**config.mk**
```make
export PLATFORM = sky130hd
export DESIGN_NAME = sequence_keyed_lsb_embedder
export DESIGN_NICKNAME = d
export VERILOG_FILES = /design/src/rtl/core/ske_pkg.sv /design/src/rtl/core/ske_embed.sv /design/src/rtl/core/sequence_keyed_lsb_embedder.sv
export SDC_FILE = /design/constraint.sdc
export NUM_CORES = 1
export LEC_CHECK = 0
export BUFFER_PORTS_ARGS = -buffer_cell sky130_fd_sc_hd__buf_4
export CORE_MARGIN = 4
export CORE_UTILIZATION = 60
export CTS_BUF_LIST = sky130_fd_sc_hd__clkbuf_4
export CTS_CLUSTER_DIAMETER = 60
export DETAILED_ROUTE_END_ITERATION = 8
export PLACE_DENSITY_LB_ADDON = 0.12
export RECOVER_POWER = 100
export SLEW_MARGIN = 25
export SYNTH_ARGS = -nofsm -noshare
export SYNTH_HDL_FRONTEND = slang
export SYNTH_SLANG_ARGS = --single-unit
```
**constraint.sdc**
```tcl
create_clock -name clk -period 24.9 [get_ports clk]
set_input_delay 2.49 -clock clk [delete_from_list [all_inputs] [get_ports clk]]
set_output_delay 2.49 -clock clk [all_outputs]
set_load 0.02 [all_outputs]
```
**src/rtl/core/ske_pkg.sv**
```systemverilog
// Shared types and constants of the sequence-keyed LSB embedder.
// Used by the embed datapath, the top level and the port checker.
package ske_pkg;

  // Field widths of the configuration registers and the stream payload.
  localparam int KEY_CODES_W   = 64;
  localparam int KEY_LEN_W     = 6;
  localparam int DIM_W         = 16;
  localparam int MSG_BYTES_W   = 29;
  localparam int CFG_ADDR_W    = 3;
  localparam int CFG_DATA_W    = 64;
  localparam int CHAN_W        = 8;
  localparam int IN_TDATA_W    = 32;
  localparam int OUT_TDATA_W   = 24;
  localparam int OUT_TUSER_W   = 2;
  localparam int BITS_LEFT_W   = 4;

  // Default depth of the key sequence.
  localparam int MAX_KEY_CODES_DEF = 32;

  // A fresh message byte holds this many bits to place.
  localparam logic [BITS_LEFT_W-1:0] BYTE_BITS = 4'd8;

  // Item kinds carried on the input tuser bit.
  localparam logic KIND_BYTE  = 1'b0;
  localparam logic KIND_PIXEL = 1'b1;

  // Configuration register indexes.
  typedef enum logic [CFG_ADDR_W-1:0] {
    REG_KEY_CODES     = 3'd0,
    REG_KEY_LENGTH    = 3'd1,
    REG_IMAGE_WIDTH   = 3'd2,
    REG_IMAGE_HEIGHT  = 3'd3,
    REG_MESSAGE_BYTES = 3'd4
  } cfg_reg_t;

  // Control handed to the embed datapath for one pixel.
  typedef struct packed {
    logic       place;    // a message bit goes into this pixel
    logic       bit_val;  // the message bit
    logic [1:0] code;     // key code: selects channel and bit position
  } embed_ctl_t;

endpackage

```
**src/rtl/core/ske_embed.sv**
```systemverilog
// Pixel datapath of the embedder: writes one message bit into one channel.
// Depends on ske_pkg for the channel width and the embed control struct.
module ske_embed (
  input  logic [ske_pkg::CHAN_W-1:0] chan_zero,
  input  logic [ske_pkg::CHAN_W-1:0] chan_one,
  input  logic [ske_pkg::CHAN_W-1:0] chan_two,
  input  ske_pkg::embed_ctl_t        ctl,
  output logic [ske_pkg::CHAN_W-1:0] res_zero,
  output logic [ske_pkg::CHAN_W-1:0] res_one,
  output logic [ske_pkg::CHAN_W-1:0] res_two
);

  logic [ske_pkg::CHAN_W-1:0] mask;
  logic                       sel_zero;
  logic                       sel_one;
  logic                       sel_two;

  // Bit 0 of the code set picks bit position 0, otherwise position 1.
  assign mask = ctl.code[0] ? ske_pkg::CHAN_W'(1) : ske_pkg::CHAN_W'(2);

  // Bit 1 set picks channel 2; otherwise bit 0 is the channel number.
  assign sel_two  = ctl.place && ctl.code[1];
  assign sel_one  = ctl.place && !ctl.code[1] && ctl.code[0];
  assign sel_zero = ctl.place && !ctl.code[1] && !ctl.code[0];

  // Set or clear the chosen bit; other channels pass unchanged.
  always_comb begin
    res_zero = chan_zero;
    res_one  = chan_one;
    res_two  = chan_two;
    if (sel_zero) begin
      res_zero = ctl.bit_val ? (chan_zero | mask) : (chan_zero & ~mask);
    end
    if (sel_one) begin
      res_one = ctl.bit_val ? (chan_one | mask) : (chan_one & ~mask);
    end
    if (sel_two) begin
      res_two = ctl.bit_val ? (chan_two | mask) : (chan_two & ~mask);
    end
  end

endmodule

```
**src/rtl/core/sequence_keyed_lsb_embedder.sv**
```systemverilog
// Sequence-keyed LSB embedder: hides message bits in a stream of RGB pixels.
// Depends on ske_pkg and instantiates ske_embed for the pixel datapath.
//
// The input stream carries two kinds of word, told apart by in_tuser: a
// message byte (0) or a pixel (1). A byte word loads the byte, whose bits are
// then spent MSB first, one per following pixel; it gives no output word.
// Each pixel gives exactly one output word with the three channels, a flag
// that a bit was placed and a flag that the message exceeds the image.
// Key codes cycle through the first key_length entries of key_codes and
// pick channel and bit position for every placed bit.
// Configuration is written through cfg_we/cfg_index/cfg_wdata; the user must
// do this only while the stream is idle, which the block does not enforce.
// The capacity check reads the registers directly. A pixel accepted at an
// edge is in the output register right after that edge. Throughput: one word
// per cycle, limited only by the output register, which holds a result while
// the receiver stalls; a new word enters in the same cycle the result leaves.
// Reset (synchronous, active low) empties the output register, drops any
// pending byte, sets the key index to zero and restores the registers to
// their defaults (key_length 1, all others 0).
module sequence_keyed_lsb_embedder #(
  parameter int MAX_KEY_CODES = ske_pkg::MAX_KEY_CODES_DEF
) (
  input  logic                              clk,
  input  logic                              rst_n,
  // Configuration write port.
  input  logic                              cfg_we,
  input  logic [ske_pkg::CFG_ADDR_W-1:0]    cfg_index,
  input  logic [ske_pkg::CFG_DATA_W-1:0]    cfg_wdata,
  // Input stream.
  input  logic                              in_tvalid,
  output logic                              in_tready,
  // tdata: message_byte, chan_zero, chan_one, chan_two (lowest bits first).
  input  logic [ske_pkg::IN_TDATA_W-1:0]    in_tdata,
  // tuser: kind.
  input  logic                              in_tuser,
  // Output stream.
  output logic                              out_tvalid,
  input  logic                              out_tready,
  // tdata: out_chan_zero, out_chan_one, out_chan_two (lowest bits first).
  output logic [ske_pkg::OUT_TDATA_W-1:0]   out_tdata,
  // tuser: bit_placed, capacity_error (lowest bit first).
  output logic [ske_pkg::OUT_TUSER_W-1:0]   out_tuser
);

  localparam int KIDX_W = (MAX_KEY_CODES > 1) ? $clog2(MAX_KEY_CODES) : 1;
  localparam logic [ske_pkg::KEY_LEN_W-1:0] MAX_LEN = ske_pkg::KEY_LEN_W'(MAX_KEY_CODES);

  // Configuration registers.
  logic [ske_pkg::KEY_CODES_W-1:0] key_codes_r;
  logic [ske_pkg::KEY_LEN_W-1:0]   key_length_r;
  logic [ske_pkg::DIM_W-1:0]       image_width_r;
  logic [ske_pkg::DIM_W-1:0]       image_height_r;
  logic [ske_pkg::MSG_BYTES_W-1:0] message_bytes_r;

  // Embedding state.
  logic [ske_pkg::CHAN_W-1:0]      pend_byte_r, pend_byte_nxt;
  logic [ske_pkg::BITS_LEFT_W-1:0] bits_left_r, bits_left_nxt;
  logic [KIDX_W-1:0]               key_idx_r, key_idx_nxt;

  // Output register.
  logic                            out_valid_r;
  logic [ske_pkg::OUT_TDATA_W-1:0] out_data_r;
  logic [ske_pkg::OUT_TUSER_W-1:0] out_user_r;

  logic                            in_acc;
  logic                            is_pixel;
  logic [ske_pkg::KEY_LEN_W-1:0]   eff_len;
  logic [31:0]                     bits_needed;
  logic [31:0]                     pixels_have;
  logic                            cap_err;
  logic [1:0]                      code;
  logic [2:0]                      bit_sel;
  logic [ske_pkg::KEY_LEN_W-1:0]   idx_inc;
  logic [KIDX_W-1:0]               idx_wrap;
  ske_pkg::embed_ctl_t             ctl;
  logic [ske_pkg::CHAN_W-1:0]      res_zero, res_one, res_two;

  // Configuration writes; unknown indexes are ignored.
  always_ff @(posedge clk) begin
    if (!rst_n) begin
      key_codes_r     <= '0;
      key_length_r    <= ske_pkg::KEY_LEN_W'(1);
      image_width_r   <= '0;
      image_height_r  <= '0;
      message_bytes_r <= '0;
    end else if (cfg_we) begin
      case (cfg_index)
        ske_pkg::REG_KEY_CODES:     key_codes_r     <= cfg_wdata;
        ske_pkg::REG_KEY_LENGTH:    key_length_r    <= cfg_wdata[ske_pkg::KEY_LEN_W-1:0];
        ske_pkg::REG_IMAGE_WIDTH:   image_width_r   <= cfg_wdata[ske_pkg::DIM_W-1:0];
        ske_pkg::REG_IMAGE_HEIGHT:  image_height_r  <= cfg_wdata[ske_pkg::DIM_W-1:0];
        ske_pkg::REG_MESSAGE_BYTES: message_bytes_r <= cfg_wdata[ske_pkg::MSG_BYTES_W-1:0];
        default: ;
      endcase
    end
  end

  // Handshake: take a word whenever the output register is free or drains.
  assign in_tready = !out_valid_r || out_tready;
  assign in_acc    = in_tvalid && in_tready;
  assign is_pixel  = (in_tuser == ske_pkg::KIND_PIXEL);

  // Capacity check: message bits against pixel count.
  assign bits_needed = {message_bytes_r, 3'b000};
  assign pixels_have = 32'(image_width_r) * 32'(image_height_r);
  assign cap_err     = bits_needed > pixels_have;

  // Effective key length: zero counts as one, clamped to the key depth.
  always_comb begin
    eff_len = key_length_r;
    if (eff_len == '0) begin
      eff_len = ske_pkg::KEY_LEN_W'(1);
    end
    if (eff_len > MAX_LEN) begin
      eff_len = MAX_LEN;
    end
  end

  // Key code and message bit for the current pixel.
  assign code     = 2'(key_codes_r >> {key_idx_r, 1'b0});
  assign bit_sel  = 3'(bits_left_r - ske_pkg::BITS_LEFT_W'(1));
  assign idx_inc  = ske_pkg::KEY_LEN_W'(key_idx_r) + ske_pkg::KEY_LEN_W'(1);
  assign idx_wrap = (idx_inc >= eff_len) ? '0 : KIDX_W'(idx_inc);

  assign ctl.place   = !cap_err && (bits_left_r != '0);
  assign ctl.bit_val = pend_byte_r[bit_sel];
  assign ctl.code    = code;

  ske_embed u_embed (
    .chan_zero (in_tdata[15:8]),
    .chan_one  (in_tdata[23:16]),
    .chan_two  (in_tdata[31:24]),
    .ctl       (ctl),
    .res_zero  (res_zero),
    .res_one   (res_one),
    .res_two   (res_two)
  );

  // Next embedding state for an accepted word.
  always_comb begin
    pend_byte_nxt = pend_byte_r;
    bits_left_nxt = bits_left_r;
    key_idx_nxt   = key_idx_r;
    if (in_acc) begin
      if (!is_pixel) begin
        pend_byte_nxt = in_tdata[7:0];
        bits_left_nxt = ske_pkg::BYTE_BITS;
      end else if (ctl.place) begin
        bits_left_nxt = bits_left_r - ske_pkg::BITS_LEFT_W'(1);
        key_idx_nxt   = idx_wrap;
      end
    end
  end

  // Embedding state registers.
  always_ff @(posedge clk) begin
    if (!rst_n) begin
      pend_byte_r <= '0;
      bits_left_r <= '0;
      key_idx_r   <= '0;
    end else begin
      pend_byte_r <= pend_byte_nxt;
      bits_left_r <= bits_left_nxt;
      key_idx_r   <= key_idx_nxt;
    end
  end

  // Output register valid: loaded by a pixel, emptied when taken.
  always_ff @(posedge clk) begin
    if (!rst_n) begin
      out_valid_r <= 1'b0;
    end else if (in_acc && is_pixel) begin
      out_valid_r <= 1'b1;
    end else if (out_tready) begin
      out_valid_r <= 1'b0;
    end
  end

  // Output register payload.
  always_ff @(posedge clk) begin
    if (in_acc && is_pixel) begin
      out_data_r <= {res_two, res_one, res_zero};
      out_user_r <= {cap_err, ctl.place};
    end
  end

  assign out_tvalid = out_valid_r;
  assign out_tdata  = out_data_r;
  assign out_tuser  = out_user_r;

endmodule

```
==> results list, run 1 <==
* # rows: 59
- Result of the run: finished with violations
- Final Skew: 0.0232 ns
- Final count of pins violating max slew: 181
* CTS H-tree depth: 4
- Class of the tightest hold or removal check: reg -> reg
- The finished layout holds 2251 standard cells, fillers aside.
* Final total negative setup slack: 0 ns
- Port Buffers: 132
- The number of gates resized after CTS was 0.
- Mapped Nets: 2284
- The number of global-route vias before repair was 12939.
- Combined area of the multi-input logic cells: 11100 µm²
- Buffers inserted during post-CTS setup optimization: 0
* Worst endpoint required time: 25.24 ns
* Type of the worst setup path: reg -> reg
* First-pass DRT Iterations: 7
* Number of DRC violations after detailed-routing iteration 0: 747
* Average routed wire per standard cell: 17.1 µm
- At the later pin of the worst-skew pair, clock insertion delay measures 0.58 ns.
- Pleak: 7.92 nW
- For the worst setup path, the data arrival time is 9.77 ns.
- Total routing resource utilization after global routing: 27.2%
- Die Ht: 172 µm
- Wire length reported by the detailed router: 38600 µm
- Routability congestion estimate from global placement: 0.935
* Most common library cell in the layout ignoring fill and taps: sky130_fd_sc_hd__nand2_1
* # diodes: 0
- Horizontal die dimension: 172 µm
- The checks that failed: max-capacitance violations, max-slew violations.
* Worst max-slew margin expressed relative to the limit: -167%
* Crit-path most repeated cell: sky130_fd_sc_hd__fa_1
* Initial antenna violation count: 0
- The worst setup path is captured at a register.
- The area growth from synthesis to layout is 7.69%.
* Worst IR drop on VDD: 39.8 µV
- The top cell types in the final layout, fill and taps aside, are 432 x sky130_fd_sc_hd__nand2_1, 243 x sky130_fd_sc_hd__inv_1, 194 x sky130_fd_sc_hd__fa_1.
- For this configuration, the core starts out at a cell density of 61.5%.
* Worst stage delay on the critical path: 0.97 ns
* Clk Tree Root Cell: sky130_fd_sc_hd__clkbuf_4
* TritonCTS clock tree: built
- Full die area: 29600 µm²
- Dpl hpwl: 30000 µm
- Register bit total from synthesis: 175
- Placed Cells: 2219
- Buffers inserted during clock tree synthesis total 17.
- Maximum capacitance violations: 3
- Max frequency: 106 MHz
* CP Max Fanout: 17
* Syn Std Cell Area: 16200 µm²
* Post-route clock period utilization: 37.9%
* Number of endpoints with negative hold slack in the final report: 0
- Power per cell area: 31.3 nW/µm²
- YS warnings: 0
- The first global-routing pass estimated 64500 µm of wire.
- Mean post-synth cell area: 8.77 µm²
* Via count normalized by instance count: 5.66
* Reg clk slew, reported paths: 0.18 ns
- The core region is 26300 µm².
- Slew at the pin with the worst max-slew slack: 4.00 ns
- CP top delay family: adder cells
- Fill cells in the final layout number 2269.
* Crit-path slowest cell: sky130_fd_sc_hd__a2111oi_0
- Distinct cell type count after synthesis: 64
* Post-CTS Hold Buffers: 0
* Post-detailed-route DRC marker count: 0
- Counting every instance in the synthesized netlist gives 1843.
* Gr ovfl total: 0
- Finish-stage setup viols: 0
- Share of cells above drive strength 1: 8.40%
- Post-synth ARST share: 0%
* Startpoint types: register
* Number of buffers on the longest clock path: 2
* Nets: 2344
- The detail route stage leaves a number of antenna-violating nets equal to 0.
* Count of clock tree sinks: 175
- Minimum period implied by the final worst setup slack: 9.44 ns
- The most used flip-flop cell after synthesis is sky130_fd_sc_hd__dfxtp_1.
- Setup repair after global routing left no endpoint under its margin.
- Entering global routing, the biggest net connects 93 pins.
- Boundary pin count: 133
* Sequential fraction of the synthesis area: 23.3%
- Counting both buffers and inverters, the worst setup path holds a total of 3.
- Footprint of the flip-flops and latches: 3760 µm²
* Routed vias: 12744
* Count of flip-flops with a built-in enable after synthesis: 26
==> Yosys cell counts (all sizes together) (2+ instances only) <==
master | instances | area (µm²)
fa | 194 | 3880
nor2b | 4 | 25.0
a21o | 24 | 180
nand4 | 8 | 56.3
buf | 7 | 60.1
clkbuf | 88 | 330
inv | 244 | 916
dfxtp | 149 | 2980
a21oi | 173 | 866
o22ai | 3 | 18.8
or2 | 2 | 12.5
o211ai | 3 | 22.5
and2 | 121 | 757
a211o | 3 | 26.3
o2111ai | 2 | 17.5
and3 | 6 | 37.5
o21ai | 27 | 135
nor3 | 7 | 35.0
nand3 | 21 | 105
ha | 142 | 1780
xor2 | 14 | 123
mux4 | 22 | 529
edfxtp | 26 | 781
a2111oi | 2 | 17.5
nor4 | 2 | 12.5
nor3b | 2 | 15.0
mux2 | 7 | 78.8
mux2i | 8 | 80.1
o21a | 5 | 37.5
nand2b | 6 | 37.5
a31oi | 8 | 50.1
nand2 | 433 | 1630
o21bai | 3 | 22.5
xnor2 | 15 | 131
a211oi | 5 | 42.5
or3 | 4 | 25.0
nor2 | 35 | 131
==> sequential cells by signal, summed over array words and instances (netlist names) <==
register / cells
bits_left_r: 4
image_height_r: 16
image_width_r: 16
key_codes_r: 64
key_idx_r: 5
key_length_r: 6
message_bytes_r: 29
out_tdata: 24
out_tuser: 2
out_tvalid: 1
pend_byte_r: 8
==> kinds of logic (layout without fill, tap and decap cells) <==
kind of cell | Yosys count | count (layout) | synth area share [%]
XOR/XNOR | 29 | 29 | 1.57
multiplexers | 37 | 37 | 4.26
adder cells (fa/ha/maj) | 336 | 336 | 35.0
AO/OA/AOI/OAI | 268 | 268 | 9.52
buffers and inverters | 339 | 412 | 8.09
flip-flops | 175 | 175 | 23.3
AND/OR/NAND/NOR | 659 | 659 | 18.2
==> path summary, 6_finish.rpt <==
| path | from | endpoint | slack (ns) | depth (start not counted) |
|---|---|---|---|---|
| max reg2reg | image_width_r[9] | out_tdata[1] | 15.46 | 26 |
| min | key_codes_r[20] | key_codes_r[20] | 0.46 | 2 |
| min reg2reg | key_codes_r[20] | key_codes_r[20] | 0.46 | 2 |
| max | image_width_r[9] | out_tdata[1] | 15.46 | 26 |
==> power breakdown <==
group | switching, mW | total (mW) | internal [mW] | leakage (nW)
Clock | 0.124 | 0.173 | 0.0489 | 0.168
Combinational | 0.0388 | 0.0662 | 0.0274 | 6.30
Sequential | 0.00931 | 0.305 | 0.296 | 1.45
Total | 0.172 | 0.544 | 0.372 | 7.92
==> final cells by class <==
cell class                 instances  share of cell area [%]
clock buffer                      17                   0.734
clock inverter                    15                    1.08
inverter                         244                    5.27
multi-input combinational       1329                    63.7
sequential                       175                    21.6
tap                              335                    2.41
timing repair buffer             136                    5.18
==> per-stage QoR <==
stage                     hold slack (ns)  power (mW)  instance area, µm²  worst slack (ns)  utilization [%]
after floorplan                     0.432       0.348               16200             16.80                -
after global placement              0.438       0.378               17200             16.05             65.5
after detailed placement            0.443       0.380               17200             15.89             65.5
after CTS                           0.464       0.550               17500             15.82             66.7
after global routing                0.482       0.566               17400             14.99             66.2
final                               0.465       0.544               17400             15.46             66.2
==> worst min-delay path, stage by stage (launching register included) <==
cell,delay [ns]
sky130_fd_sc_hd__dfxtp_1,0.34
sky130_fd_sc_hd__nand2_1,0.05
sky130_fd_sc_hd__a21oi_1,0.05
==> layer usage <==
metal  share of wire [%]  global-route usage, %  up-vias  wire length, µm
li1                    -                      -     6011                -
met1                  43                   37.6     6262            16600
met2                  48                   45.4      409            18500
met3                 6.7                   4.64       62             2600
met4                 2.2                   5.98        0              841
met5                   0                      0        -                0
Note: power is estimated with default switching activity, not from simulation.
==> run 2, diff against run 1 <==
- clock period: 24.9 -> 9.05 ns (I/O delays scaled with it)
==> results list, run 2 (same netlist as run 1, synthesis figures left out) <==
* Result of the run: finished with violations
* Violations in the final reports: max-capacitance violations, max-slew violations
- The overall overflow remaining after global route is 0 (unchanged).
* Type of the worst setup path: reg -> reg
* Startpoint types: register
- The total routing resource utilization after global routing came to 27.3% (+0.14 points).
- Crit-path slowest cell: sky130_fd_sc_hd__dfxtp_1
- Antenna-violating nets left: 0 (unchanged)
- Worst slack at placement: 0.0794 ns (-15.81 ns)
* Vias in the first global route: 13008 (+0.53%)
- The number of hold buffers added after CTS is 0 (unchanged).
* Routed vias: 12826 (+0.64%)
- Commonest cells after routing, fill and taps aside: 432 x sky130_fd_sc_hd__nand2_1, 243 x sky130_fd_sc_hd__inv_1, 194 x sky130_fd_sc_hd__fa_1
- The reported max-cap violation count came to 2 (-1).
* Pin count of the biggest net entering global routing: 90 (-3.2%)
- The last weighted congestion value of the routability-driven placer was 0.876 (-6.3%).
- Final count of pins violating max slew: 149 (-18%)
* Worst stage delay on the critical path: 0.70 ns (-0.27 ns)
* Wire length reported by the detailed router: 39200 µm (+1.5%)
- Core box area: 26300 µm² (unchanged)
* Worst reg2reg startpoint: image_width_r[12]
- The register-to-register path setup slack came to 0.33 ns (-15.13 ns).
* # rows: 59 (unchanged)
- The number of buffer and inverter instances along the worst setup path was 3 (unchanged).
- The placed wire-length estimate after detailed placement was 30700 µm (+2.2%).
- The path with the worst hold slack has its endpoint at key_codes_r[10].
* Average routed wire per standard cell: 17.2 µm (+0.52%)
- The number of antenna violations at the first check in global routing was 0 (unchanged).
- Worst max-slew margin expressed relative to the limit: -155% (+12 points)
- The chip width came to 172 µm (unchanged).
- Final total negative setup slack: 0 ns (unchanged)
- The final setup skew is 0.0259 ns (+0.00276 ns).
- Die Ht: 172 µm (unchanged)
* Power per cell area: 84.8 nW/µm² (+170%)
- In this run the clock root is driven by a sky130_fd_sc_hd__clkbuf_4.
* Count of clock tree sinks: 175 (unchanged)
- The via-per-instance ratio came to 5.64 (-0.37%).
* Final setup margin: 0.334 ns (-15.13 ns)
- First-pass GRT wire length: 64700 µm (+0.30%)
- Relative to the synthesized area, the layout overhead comes to 8.89%.
- The CTS buffer count was 17 (unchanged).
* Worst-Skew Late Latency: 0.57 ns (about the same)
* Reg-to-Reg End: out_tdata[17]
- Nets: 2367 (+0.98%)
- Boundary pin count: 133 (unchanged)
* Register ranked first by flip-flop count: key_codes_r
- Share of cells above drive strength 1: 10.1% (+1.7 points)
- Number of cells on the worst hold path: 2 (unchanged)
* Slew at the pin with the worst max-slew slack: 3.82 ns (-0.174 ns)
- Flip-flop count of the largest register, all copies and words added: 64 (unchanged)
* Reg clk slew, reported paths: 0.17 ns (about the same)
* Post-route clock period utilization: 96.3% (+58 points)
* Minimum period implied by the final worst setup slack: 8.72 ns (-0.721 ns)
- Broken down by cell family, the worst path's largest delay share belongs to adder cells.
- Port Buffers: 132 (unchanged)
- The filler cell count is 2233 (-1.6%).
* CP Max Fanout: 12 (-5)
- The floorplan die area is 29600 µm² (unchanged).
- Worst IR drop on VDD: 89.1 µV (+120%)
- TritonCTS built the clock tree.
- Crit-path most repeated cell: sky130_fd_sc_hd__fa_1
- RSZ-0062 raised after global routing: false
- The initial core utilization is 61.5% (unchanged).
* # diodes: 0 (unchanged)
* Data arrival time at the worst-slack endpoint: 9.05 ns (-0.72 ns)
* Class of the tightest hold or removal check: reg -> reg
- Number of buffers on the longest clock path: 2 (unchanged)
* Worst-case reg-to-reg path depth: 27 (+3.8%)
- Worst endpoint required time: 9.39 ns (-15.85 ns)
- Leaving out fill and tap cells, the most frequent cell in the layout is sky130_fd_sc_hd__nand2_1.
* Startpoint of the worst hold path: key_codes_r[10]
* Post-detailed-route DRC marker count: 0 (unchanged)
* Number of endpoints with negative hold slack in the final report: 0 (unchanged)
- The highest attainable clock frequency was 115 MHz (+8.3%).
- CTS H-tree depth: 4 (unchanged)
- The first-iteration detailed-routing DRC count came to 838 (+12%).
- The worst setup path is captured at a register.
* Pleak: 8.04 nW (+1.6%)
- The number of detailed-route iterations in the first pass came to 5 (-2).
- The final count of negative-setup-slack endpoints was 0 (unchanged).
## run 2: cell types whose count changed in the layout (fill, tap and decap cells not counted), sizes merged
| cell | before | now |
|---|---|---|
| clkbuf | 70 | 71 |
| inv | 251 | 250 |
| buf | 83 | 106 |
## run 2: layer usage
layer	up-vias	routed length, µm	global-route usage [%]
li1	6048	-	-
met1	6303	16700	37.5
met2	423	19200	46.6
met3	52	2730	4.41
met4	0	522	4.96
met5	-	0	0
## run 2: power by group
group	switching (mW)	internal (mW)
clock network	0.327	0.133
registers	0.0209	0.814
logic	0.116	0.0793
total	0.465	1.03
## run 2: worst min-delay path: stages (launching register included)
cell and delay (ns):
sky130_fd_sc_hd__dfxtp_1 0.34, sky130_fd_sc_hd__nand2_1 0.05, sky130_fd_sc_hd__a21oi_1 0.05
## run 2: worst max path at each step
stage	startpoint	to	slack, ns	depth (start not counted)
2_1_floorplan	image_height_r[7]	out_tdata[8]	0.95	33
3_3_place_gp	image_height_r[4]	out_tdata[17]	0.19	29
3_5_place_dp	image_height_r[4]	out_tdata[16]	0.08	28
4_1_cts	image_height_r[4]	out_tdata[16]	0.03	29
5_1_grt	image_height_r[1]	out_tdata[1]	0.009	29
6_report	image_width_r[12]	out_tdata[17]	0.33	27
## run 2: area by class of cell
class	instances	area, µm²	share of cell area (%)
Clock buffer	18	135	0.768
Inverter	244	917	5.21
Timing Repair Buffer	159	1070	6.10
Tap cell	335	419	2.38
Sequential cell	175	3770	21.5
Clock inverter	14	164	0.932
Multi-Input combinational cell	1329	11100	63.1
## run 2: timing repair
| item | CTS | global route |
|---|---|---|
| endpoints found under the setup margin | 0 | 14 |
| buffers inserted | 0 | 0 |
| gates resized for setup | 0 | 11 |
## run 2: stage by stage
| step | std cells | power [mW] | util, % | hold WS, ns | area (µm²) |
|---|---|---|---|---|---|
| final | 2274 | 1.49 | 66.9 | 0.464 | 17600 |
| after global routing | 2274 | 1.55 | 66.9 | 0.446 | 17600 |
| after CTS | 2274 | 1.50 | 67.3 | 0.453 | 17700 |
| after detailed placement | 2242 | 1.05 | 66.2 | 0.445 | 17400 |
| after global placement | 2242 | 1.05 | 66.1 | 0.438 | 17400 |
| after floorplan | 1843 | 0.957 | - | 0.432 | 16200 |
==> run 3, diff against run 2 <==
- SYNTH_HIERARCHICAL: not set -> 1
==> results list, run 3 <==
- The flow ran to the end, but the final reports show violations.
* Violations in the final reports: max-capacitance violations, max-slew violations
* Total routing resource utilization after global routing: 26.7% (-0.63 points)
- Initial antenna violation count: 1 (+1)
- Area after DPL: 17200 µm² (-1.2%)
* Class of the tightest hold or removal check: reg -> reg
- The placed instance count is 2198 (-2.0%).
* First-pass GRT wire length: 63500 µm (-1.7%)
* Crit-path most repeated cell: sky130_fd_sc_hd__fa_1
- Worst max-slew margin expressed relative to the limit: -157% (-2.3 points)
* Reg clk slew, reported paths: 0.18 ns (about the same)
* Worst IR drop on VDD: 112 µV (+26%)
- Number of DRC violations after detailed-routing iteration 0: 683 (-18%)
- Horizontal die dimension: 172 µm (about the same)
- Routability congestion estimate from global placement: 0.896 (+2.2%)
- The placed wire-length estimate after detailed placement was 30000 µm (-2.3%).
- Wire length reported by the detailed router: 37600 µm (-4.0%)
* Power per cell area: 86.1 nW/µm² (+1.6%)
- The via-per-instance ratio came to 5.47 (-3.0%).
* Core box area: 26300 µm² (unchanged)
- # rows: 59 (unchanged)
- The average cell area after synthesis came to 8.84 µm² (+0.81%).
- The CTS buffer count came to 17 (unchanged).
- The floorplan die area came to 29600 µm² (about the same).
- YS warnings: 6 (+6)
* R2R setup slack: 0.44 ns (+0.10 ns)
* Distinct cell type count after synthesis: 65 (+1.6%)
* Finish-stage setup viols: 0 (unchanged)
- Data arrival time at the worst-slack endpoint: 8.96 ns (-0.09 ns)
- The final setup skew was 0.0405 ns (+0.0146 ns).
* Worst stage delay on the critical path: 0.73 ns (+0.03 ns)
* Leading cell type by number of instances after synthesis: sky130_fd_sc_hd__nand2_1
- The top-level I/O count was 133 (unchanged).
* Number of buffers and inverters on the critical path: 3 (unchanged)
* Port Buffers: 132 (unchanged)
- The overall overflow remaining after global route was 0 (unchanged).
- The number of global-route vias before repair came to 12881 (-0.98%).
* Syn Std Cell Area: 16200 µm² (about the same)
* Maximum capacitance violations: 3 (+1)
- The biggest area contributor in the post-synthesis netlist is sky130_fd_sc_hd__fa_1.
- By count the netlist is led by 421 x sky130_fd_sc_hd__nand2_1, 248 x sky130_fd_sc_hd__inv_1, 194 x sky130_fd_sc_hd__fa_1.
- The worst-path maximum fanout is 17 (+5).
- Layout overhead on the synthesized area: 7.49%
- Count of flip-flops with a built-in enable after synthesis: 26 (unchanged)
- Most common library cell in the layout ignoring fill and taps: sky130_fd_sc_hd__nand2_1
- Final total negative setup slack: 0 ns (unchanged)
- The number of detailed-route iterations in the first pass came to 5 (unchanged).
- Slew at the pin with the worst max-slew slack: 3.86 ns (+0.0345 ns)
- The fraction of registers with async set/reset is 0% (unchanged).
* Post-synth top area share: 24.0% (about the same)
- Clk Tree Root Cell: sky130_fd_sc_hd__clkbuf_4
- The maximum buffer depth of the clock tree was 2 (unchanged).
- The worst setup path is of the reg -> reg kind.
* Buffers inserted during post-CTS setup optimization: 0 (unchanged)
- Leading post-synthesis cells by cell area: sky130_fd_sc_hd__fa_1 24%, sky130_fd_sc_hd__dfxtp_1 18%, sky130_fd_sc_hd__ha_1 11%, sky130_fd_sc_hd__nand2_1 9.8%, sky130_fd_sc_hd__inv_1 5.8%
- Startpoint types: register
- The number of hold violations in the final report is 0 (unchanged).
- Endpoint kind of the worst setup timing path: register
- The height of the die was 172 µm (about the same).
* Average routed wire per standard cell: 16.9 µm (-2.2%)
- The final critical delay including setup and external delays was 8.61 ns (-0.101 ns).
* Worst-Skew Late Latency: 0.60 ns (+0.03 ns)
- The share of the clock period used by the worst path is 95.2% (-1.1 points).
- Max frequency: 116 MHz (+1.2%)
* TritonCTS clock tree: built
* Commonest register cell after synthesis: sky130_fd_sc_hd__dfxtp_1
- The residual antenna-violating net count after detailed routing came to 0 (unchanged).
- The final standard cell count with taps included and fillers excluded came to 2232 (-1.8%).
* Post-detailed-route DRC marker count: 0 (unchanged)
* Routed vias: 12215 (-4.8%)
* Sequential fraction of the synthesis area: 23.3% (about the same)
* Initial core utilization: 61.5% (about the same)
- Count of clock tree sinks: 175 (unchanged)
- Post-CTS Hold Buffers: 0 (unchanged)
- The standby leakage power was 7.92 nW (-1.5%).
- The H-tree depth came to 4 (unchanged).
* Flip-flop count of the largest register, all copies and words added: 64 (unchanged)
* Cell count after synthesis: 1829 (-0.76%)
- The fraction of layout instances using a drive strength above 1 was 9.92% (-0.19 points).
- Final count of pins violating max slew: 215 (+44%)
- Worst endpoint required time: 9.40 ns (about the same)
* Crit-path slowest cell: sky130_fd_sc_hd__dfxtp_1
- Register ranked first by flip-flop count: key_codes_r
- Nets: 2323 (-1.9%)
- CP top delay family: adder cells
* Register bit total from synthesis: 175 (unchanged)
* Commonest cells after routing, fill and taps aside: 420 x sky130_fd_sc_hd__nand2_1, 246 x sky130_fd_sc_hd__inv_1, 194 x sky130_fd_sc_hd__fa_1
- The total nets after synthesis is 2270 (-0.61%).
- Post-Layout Inst Area: 17400 µm² (-1.2%)
- Pin count of the biggest net entering global routing: 87 (-3.3%)
run 3: worst min-delay path: cells and delay by family, from the launching register on:
| kind | cells | cell delay (ns) |
|---|---|---|
| simple gates | 1 | 0.05 |
| flops | 1 | 0.34 |
| compound gates | 1 | 0.05 |
run 3: final cells by class:
cell class              count  area (µm²)
fillers                  2257        8910
clock buffers              17         128
inverters                 248         932
clock inverters            15         189
multi-input cells        1298       11000
repair buffers            142         946
diodes                      2        5.00
flip-flops and latches    175        3770
well taps                 335         419
run 3: final timing paths:
path                                        end  cells after the start              start
worst max-delay path               out_tdata[8]                     28  image_height_r[1]
worst max register to register     out_tdata[8]                     28  image_height_r[1]
worst min-delay path            key_codes_r[55]                      2    key_codes_r[55]
worst min register to register  key_codes_r[55]                      2    key_codes_r[55]
run 3: routing by layer:
layer  share of wire, %  vias up  GRT usage (%)
met1                 43     5907           35.7
li1                   -     5899              -
met2                 48      350           44.7
met5                  0        -              0
met3                7.1       59           5.46
met4                2.1        0           6.73
run 3: cell families (layout without fill, tap and decap cells):
logic type / Yosys count / count (layout) / share of synthesized area (%)
AO/OA/AOI/OAI: 263 / 263 / 9.72
XOR/XNOR: 31 / 31 / 1.68
adder cells (fa/ha/maj): 336 / 336 / 35.0
buffers and inverters: 356 / 422 / 8.75
flip-flops: 175 / 175 / 23.3
multiplexers: 36 / 36 / 3.99
other: 0 / 2 / 0
AND/OR/NAND/NOR: 632 / 632 / 17.6
run 3: what timing repair did:
item,CTS,global route
setup endpoints to repair,0,4
resized for setup,0,4
hold endpoints to repair,0,0
run 3: metrics by stage:
stage	hold slack [ns]	util [%]	power [mW]	worst slack, ns
2_1_floorplan	0.433	-	0.964	1.18
4_1_cts	0.426	66.6	1.51	0.397
5_1_grt	0.441	66.1	1.56	-0.00301
6_report	0.465	66.1	1.50	0.436
3_3_place_gp	0.438	65.3	1.04	0.591
3_5_place_dp	0.444	65.4	1.05	0.443
run 3: power by group:
group	internal (mW)	total (mW)	switching (mW)
registers	0.814	0.837	0.0231
clock network	0.135	0.472	0.337
logic	0.0802	0.187	0.106
